**src/design/flt_pkg.sv**
```systemverilog
// types and constants shared by the linear tween block
// payload structs for the input and result channels; no dependencies
package flt_pkg;

    localparam int ACC_W = 32;   // accumulator and increment width
    localparam int POS_W = 16;   // integer position width
    localparam int CNT_W = 15;   // tick count width

    typedef struct packed {
        logic                    cmd;
        logic signed [POS_W-1:0] goal_x;
        logic signed [POS_W-1:0] goal_y;
        logic        [CNT_W-1:0] step_count;
        logic signed [POS_W-1:0] origin_x;
        logic signed [POS_W-1:0] origin_y;
    } tween_in_t;

    typedef struct packed {
        logic signed [POS_W-1:0] pos_x;
        logic signed [POS_W-1:0] pos_y;
        logic                    done_res;
    } tween_out_t;

    localparam logic CMD_CONTINUE = 1'b0;
    localparam logic CMD_START    = 1'b1;

endpackage

```
**src/design/fixed_point_linear_tween_unit.sv**
```systemverilog
// Flow: a continue item goes from acceptance through ST_STEP, which waits for the output
// register to be free, into the output register. A start item with a nonzero step count
// passes through ST_DIV first: a bit-serial restoring divider produces one quotient bit a
// cycle for both axes side by side. A start with a zero count skips ST_DIV and snaps at
// once. A new item is accepted while an earlier result still waits in the output
// register. No memories, so there is no clearing pass after reset.
// linear tween top level: fixed-point position stepping toward a target
// depends on flt_pkg
module fixed_point_linear_tween_unit #(
    parameter int FRAC_BITS = 16
) (
    input  logic               aclk,
    input  logic               aresetn,
    input  logic               s_valid,
    output logic               s_ready,
    input  flt_pkg::tween_in_t s_data,
    output logic               m_valid,
    input  logic               m_ready,
    output flt_pkg::tween_out_t m_data
);

    localparam int ACC_W  = flt_pkg::ACC_W;
    localparam int POS_W  = flt_pkg::POS_W;
    localparam int CNT_W  = flt_pkg::CNT_W;
    localparam int DVD_W  = POS_W + FRAC_BITS;   // dividend magnitude bits
    localparam int DCNT_W = $clog2(DVD_W + 1);
    localparam logic [ACC_W-1:0] HALF = ACC_W'(1) << (FRAC_BITS - 1);

    typedef enum logic [1:0] {
        ST_IDLE,
        ST_DIV,
        ST_STEP
    } state_t;

    state_t state_reg;

    logic [ACC_W-1:0] accum_x_reg, accum_y_reg;
    logic [ACC_W-1:0] inc_x_reg, inc_y_reg;
    logic [CNT_W-1:0] ticks_reg;
    logic [POS_W-1:0] goal_x_reg, goal_y_reg;

    // divider lanes: 0 is x, 1 is y
    logic [CNT_W-1:0]  divisor_reg;
    logic [DCNT_W-1:0] div_cnt_reg;
    logic [CNT_W-1:0]  rem_reg  [2];
    logic [DVD_W-1:0]  dvd_reg  [2];
    logic              neg_reg  [2];
    logic [CNT_W-1:0]  rem_next [2];
    logic [DVD_W-1:0]  dvd_next [2];
    logic [ACC_W-1:0]  quo      [2];

    logic              m_valid_reg;
    flt_pkg::tween_out_t m_data_reg;

    // start-time operands
    logic [POS_W:0]   diff_x, diff_y, mag_x, mag_y;
    logic [ACC_W-1:0] load_x, load_y;

    // tick step
    logic [ACC_W-1:0] sum_x, sum_y;
    logic [CNT_W-1:0] ticks_dec;
    logic             step_done;
    logic             out_free;

    assign s_ready  = (state_reg == ST_IDLE);
    assign m_valid  = m_valid_reg;
    assign m_data   = m_data_reg;
    assign out_free = !m_valid_reg || m_ready;

    always_comb begin
        diff_x = {s_data.goal_x[POS_W-1], s_data.goal_x}
               - {s_data.origin_x[POS_W-1], s_data.origin_x};
        diff_y = {s_data.goal_y[POS_W-1], s_data.goal_y}
               - {s_data.origin_y[POS_W-1], s_data.origin_y};
        mag_x  = diff_x[POS_W] ? -diff_x : diff_x;
        mag_y  = diff_y[POS_W] ? -diff_y : diff_y;
        load_x = (ACC_W'(signed'(s_data.origin_x)) << FRAC_BITS) | HALF;
        load_y = (ACC_W'(signed'(s_data.origin_y)) << FRAC_BITS) | HALF;
    end

    // one restoring-division bit per lane per cycle
    always_comb begin
        logic [CNT_W:0] trial;
        logic [CNT_W:0] sub;
        logic           ge;
        for (int l = 0; l < 2; l++) begin
            trial       = {rem_reg[l], dvd_reg[l][DVD_W-1]};
            sub         = trial - {1'b0, divisor_reg};
            ge          = (trial >= {1'b0, divisor_reg});
            rem_next[l] = ge ? sub[CNT_W-1:0] : trial[CNT_W-1:0];
            dvd_next[l] = {dvd_reg[l][DVD_W-2:0], ge};
            quo[l]      = neg_reg[l] ? -ACC_W'(dvd_next[l]) : ACC_W'(dvd_next[l]);
        end
    end

    always_comb begin
        sum_x     = accum_x_reg + inc_x_reg;
        sum_y     = accum_y_reg + inc_y_reg;
        ticks_dec = (ticks_reg != '0) ? ticks_reg - CNT_W'(1) : '0;
        step_done = (ticks_dec == '0);
    end

    always_ff @(posedge aclk) begin
        if (!aresetn) begin
            state_reg   <= ST_IDLE;
            m_valid_reg <= 1'b0;
            accum_x_reg <= '0;
            accum_y_reg <= '0;
            inc_x_reg   <= '0;
            inc_y_reg   <= '0;
            ticks_reg   <= '0;
            goal_x_reg  <= '0;
            goal_y_reg  <= '0;
            div_cnt_reg <= '0;
        end else begin
            // a tick step refills the output register itself
            if (m_valid_reg && m_ready && state_reg != ST_STEP) begin
                m_valid_reg <= 1'b0;
            end
            case (state_reg)
                ST_IDLE: begin
                    if (s_valid) begin
                        if (s_data.cmd == flt_pkg::CMD_START) begin
                            goal_x_reg  <= s_data.goal_x;
                            goal_y_reg  <= s_data.goal_y;
                            ticks_reg   <= s_data.step_count;
                            accum_x_reg <= load_x;
                            accum_y_reg <= load_y;
                            divisor_reg <= s_data.step_count;
                            div_cnt_reg <= '0;
                            rem_reg[0]  <= '0;
                            rem_reg[1]  <= '0;
                            dvd_reg[0]  <= {mag_x[POS_W-1:0], FRAC_BITS'(0)};
                            dvd_reg[1]  <= {mag_y[POS_W-1:0], FRAC_BITS'(0)};
                            neg_reg[0]  <= diff_x[POS_W];
                            neg_reg[1]  <= diff_y[POS_W];
                            if (s_data.step_count == '0) begin
                                // zero count: no division, snap on this tick
                                inc_x_reg <= '0;
                                inc_y_reg <= '0;
                                state_reg <= ST_STEP;
                            end else begin
                                state_reg <= ST_DIV;
                            end
                        end else begin
                            state_reg <= ST_STEP;
                        end
                    end
                end
                ST_DIV: begin
                    for (int l = 0; l < 2; l++) begin
                        rem_reg[l] <= rem_next[l];
                        dvd_reg[l] <= dvd_next[l];
                    end
                    div_cnt_reg <= div_cnt_reg + DCNT_W'(1);
                    if (div_cnt_reg == DCNT_W'(DVD_W - 1)) begin
                        inc_x_reg <= quo[0];
                        inc_y_reg <= quo[1];
                        state_reg <= ST_STEP;
                    end
                end
                ST_STEP: begin
                    if (out_free) begin
                        accum_x_reg <= sum_x;
                        accum_y_reg <= sum_y;
                        ticks_reg   <= ticks_dec;
                        m_valid_reg <= 1'b1;
                        m_data_reg.pos_x <= step_done ? goal_x_reg
                                                      : sum_x[FRAC_BITS +: POS_W];
                        m_data_reg.pos_y <= step_done ? goal_y_reg
                                                      : sum_y[FRAC_BITS +: POS_W];
                        m_data_reg.done_res <= step_done;
                        state_reg <= ST_IDLE;
                    end
                end
                default: begin
                    state_reg <= ST_IDLE;
                end
            endcase
        end
    end

`ifndef SYNTH
    a_reset_clears_out: assert property (@(posedge aclk)
        !aresetn |=> !m_valid_reg)
        else $error("result valid after reset");

    a_div_count_bound: assert property (@(posedge aclk) disable iff (!aresetn)
        state_reg == ST_DIV |-> div_cnt_reg < DCNT_W'(DVD_W))
        else $error("divider ran past its last bit");

    a_accept_leaves_idle: assert property (@(posedge aclk) disable iff (!aresetn)
        s_valid && s_ready |=> state_reg != ST_IDLE)
        else $error("accepted item left no work");

    a_result_from_step: assert property (@(posedge aclk) disable iff (!aresetn)
        $rose(m_valid_reg) |-> $past(state_reg) == ST_STEP)
        else $error("result appeared outside a tick step");
`endif

endmodule

```
**config.mk**
```make
export PLATFORM = sky130hd
export DESIGN_NAME = fixed_point_linear_tween_unit
export DESIGN_NICKNAME = d
export VERILOG_FILES = /design/src/design/flt_pkg.sv /design/src/design/fixed_point_linear_tween_unit.sv
export SDC_FILE = /design/constraint.sdc
export NUM_CORES = 1
export LEC_CHECK = 0
export ABC_AREA = 1
export BUFFER_PORTS_ARGS = -buffer_cell sky130_fd_sc_hd__buf_4
export CAP_MARGIN = 20
export CORE_MARGIN = 2
export CORE_UTILIZATION = 44
export DETAILED_ROUTE_END_ITERATION = 8
export HOLD_SLACK_MARGIN = 0.12
export PLACE_DENSITY = 0.67
export SLEW_MARGIN = 0
export SYNTH_ARGS = -nofsm -noshare
export SYNTH_HDL_FRONTEND = slang
export SYNTH_SLANG_ARGS = --single-unit
```
**constraint.sdc**
```tcl
create_clock -name aclk -period 4.9 [get_ports aclk]
set_input_delay 1.47 -clock aclk [delete_from_list [all_inputs] [get_ports aclk]]
set_output_delay 1.47 -clock aclk [all_outputs]
set_load 0.05 [all_outputs]
```
==> summary.md <==
| Metric | Value |
|---|---|
| Post-synth EDFFs | 144 |
| YS warnings | 0 |
| Hold WS | between 400 and 500 ps |
| Initial antenna violation count | 1 |
| Flop-to-flop setup slack | 1130 ps |
| Initial Util | 0.4466 |
| Tcrit/Tclk final | 0.7697 |
| Min Tclk post-route | 3771 ps |
| ANT cells | 0 |
| CP max-delay cell | edfxtp_1 |
| WL final | 65570 um |
| Worst setup path class | reg -> reg |
| Core area | approximately 0.050 mm2 |
| Die ar. | between 0.05 and 0.06 mm2 |
| Bufs and invs on worst path | 5 |
| Worst path depth | 24 |
| DP HPWL | 49360 um |
| Sequential fraction of the synthesis area | 0.3574 |
| Post-place instance area | 0.02396 mm2 |
| CP Cell Sequence | inv_1 > ha_1 > fa_1 > inv_1 > nand3_1 > nand2_1 > nand2_1 > nand3_1 > nand2_1 > nand2_1 > inv_1 > ha_1 > nand3_1 > nor2_1 > inv_1 > nor2_1 > inv_1 > nor2_1 > a21oi_1 > nor2_1 > o21ai_0 > nand2_1 > nand3_1 > a21oi_1 |
| Slew margin rel. | 0.3395 |
| Die Span Y | approximately 230 um |
| Setup slack at placement | 684.3 ps |
| FFs w/ async S/R, synth | 0 |
| WL/cell | 16.36 um |
| Hold-fix buffers at CTS | 0 |
| Rows | 82 |
| Cells on worst reg2reg path | 24 |
| Most frequent cell after synthesis | nand2_1 |
| Final hold viol count | 0 |
| Final core utilization | 0.5028 |
| Cell taking the most area after synthesis | edfxtp_1 |
| Final Skew | 22.96 ps |
| Number of flip-flops under the largest register name | 64 |
| CTS Buf Count | 38 |
| Antenna Violating Nets Remaining | 0 |
| Synth Area per Inst | 6.959 um2 |
| RSZ-0062 raised after global routing | no |
| DRT Pass-1 Iters | 5 |
| Htree depth | 2 |
| Max frequency | 265.2 MHz |
| Port bufs | 118 |
| Worst EP required | ~5400 ps |
| Startpoint types | register |
| Placed insts | 3940 |
| # resized after CTS | 0 |
| Worst hold path class | reg -> reg |
| CTS Root Cell | clkbuf_16 |
| Routing usage on met1 | 0.3525 |
| Vias | 21530 |
| Overall global routing resource usage | 0.2430 |
| Worst skew pair latency | ~560 ps |
| Total power | 9.091 mW |
| Synth top area share | 0.1930 |
| CP peak stage delay | between 400 and 500 ps |
| Die W | between 200 and 250 um |
| Max Cap Viol | 0 |
| Synthesized area | 0.02241 mm2 |
| Worst-path fanout max | 5 |
| Flops & latches, synth | 328 |
| Pin count of the biggest net entering global routing | 87 |
| Final setup fails | 0 |
| Fin cells | 4008 |
| Worst-Margin Slew | 990.7 ps |
| Fin nets | approximately 3500 |
| Static Leakage | 11.00 nW |
| Fin Setup TNS | 0 ps |
| GRT Max-Usage Layer | met2 |
| Element type at the critical path end | register |
| Met3 Use GR | 0.03299 |
| First-pass GRT wire length | 103700 um |
| Syn_nets | 3440 |
| Post-Synthesis Cells | around 3200 |
| Power Density | 360.3 mW/mm2 |
| DRC errors left | 0 |
| Routability cong. | roughly 0.95 |
| WP data arrival | 4240 ps |
| Commonest cells post-synth | 805 x nand2_1, 382 x a21oi_1, 357 x inv_1 |
| Layout area overhead | 12.59% |
| Final non-filler cell area | 0.02523 mm2 |
| Clock Tree Buf Depth | 3 |
| Grt ovf | 0 |
| Status | finished, final reports clean |
| Vias in the first global route | 19460 |
| CTS tree | built |
| Drt via density | 5.372 |
| Clock-pin slew on the worst setup and hold paths | 60 ps |
| Met2 Track Usage GR | 0.3831 |
| First-iteration detailed-routing DRC count | 2094 |
| Largest delay contributor family on the critical path | simple AND/OR/NAND/NOR gates |
| Num Clock Sinks | 328 |
| Fillers | 5087 |
| Layout cells sized above 1 | 0.08303 |
| Top post-synthesis cells by area | edfxtp_1 19%, dfxtp_1 16%, nand2_1 13% |
| Hold path depth | 2 |
| I/O pin count | 119 |
| Worst IR Drop VDD | 0.0002523 V |
| Final Slew Violations | 0 |
| Ys flop type | dfxtp_1 |
| Post-CTS setup buffers | 0 |
| Fin worst setup slack | 1129 ps |
| Cell variety after synth | 47 |
## worst reg2reg max path: stages (launching register included)
cell	delay, ps
edfxtp_1	480
inv_1	110
ha_1	180
fa_1	210
inv_1	50
nand3_1	60
nand2_1	120
nand2_1	150
nand3_1	80
nand2_1	120
nand2_1	80
inv_1	90
ha_1	180
nand3_1	140
nor2_1	170
inv_1	80
nor2_1	170
inv_1	90
nor2_1	210
a21oi_1	170
nor2_1	290
o21ai_0	140
nand2_1	80
nand3_1	100
a21oi_1	160
## power by group
part | internal [mW] | switching, mW
Sequential | 3.22 | 0.207
Clock | 1.74 | 1.18
Combinational | 0.893 | 1.84
Total | 5.86 | 3.23
## area by class of cell
type / count / area, um2 / area share
clock buffers: 51 / 1104 / 0.04374
clock inverters: 17 / 168.9 / 0.006695
inverters: 365 / 1373 / 0.05441
multi-input cells: 2431 / 12640 / 0.5011
flip-flops and latches: 328 / 8008 / 0.3174
well taps: 672 / 840.8 / 0.03333
repair buffers: 144 / 1094 / 0.04335
## placed cells by master, fill, tap and decap left out, types with 6 or more instances in the layout
cell / n
clkbuf_16: 41
xor2_1: 32
nand3_1: 221
a21o_1: 12
ha_1: 130
fa_1: 6
xnor2_1: 26
nand4_1: 43
o21ai_0: 261
clkbuf_1: 6
o21ai_1: 16
nor4_1: 15
nand2_2: 14
nand3b_1: 30
a21oi_1: 382
buf_4: 143
o21bai_1: 13
nand2_1: 802
inv_2: 6
nor2_1: 288
a31oi_1: 12
dfxtp_1: 184
a211oi_1: 6
inv_1: 356
o21a_1: 12
or2_2: 11
o21ai_2: 25
clkinv_2: 7
nor3_1: 32
edfxtp_1: 144
## per-layer routing
metal	up-vias	wire, um
met4	0	1084
met5	-	0
li1	11010	-
met3	71	4105
met1	9839	31810
met2	606	28580
## cells by family after synthesis
logic type	count (synthesis)	synth area share
AND/OR/NAND/NOR	1472	0.2772
AO/OA/AOI/OAI	765	0.1842
buffers and inverters	461	0.08063
flip-flops	328	0.3574
adder cells (fa/ha/maj)	136	0.07795
XOR/XNOR	58	0.02267
## worst paths after layout
check                                    from                     endpoint
hold reg to reg   div_cnt_reg[5]$_SDFFE_PN0P_  div_cnt_reg[5]$_SDFFE_PN0P_
setup reg to reg     dvd_reg[0][31]$_DFFE_PP_   inc_x_reg[26]$_SDFFE_PN0P_
hold / removal    div_cnt_reg[5]$_SDFFE_PN0P_  div_cnt_reg[5]$_SDFFE_PN0P_
setup / recovery     dvd_reg[0][31]$_DFFE_PP_   inc_x_reg[26]$_SDFFE_PN0P_
No activity file was read; power rests on OpenSTA's default activity.
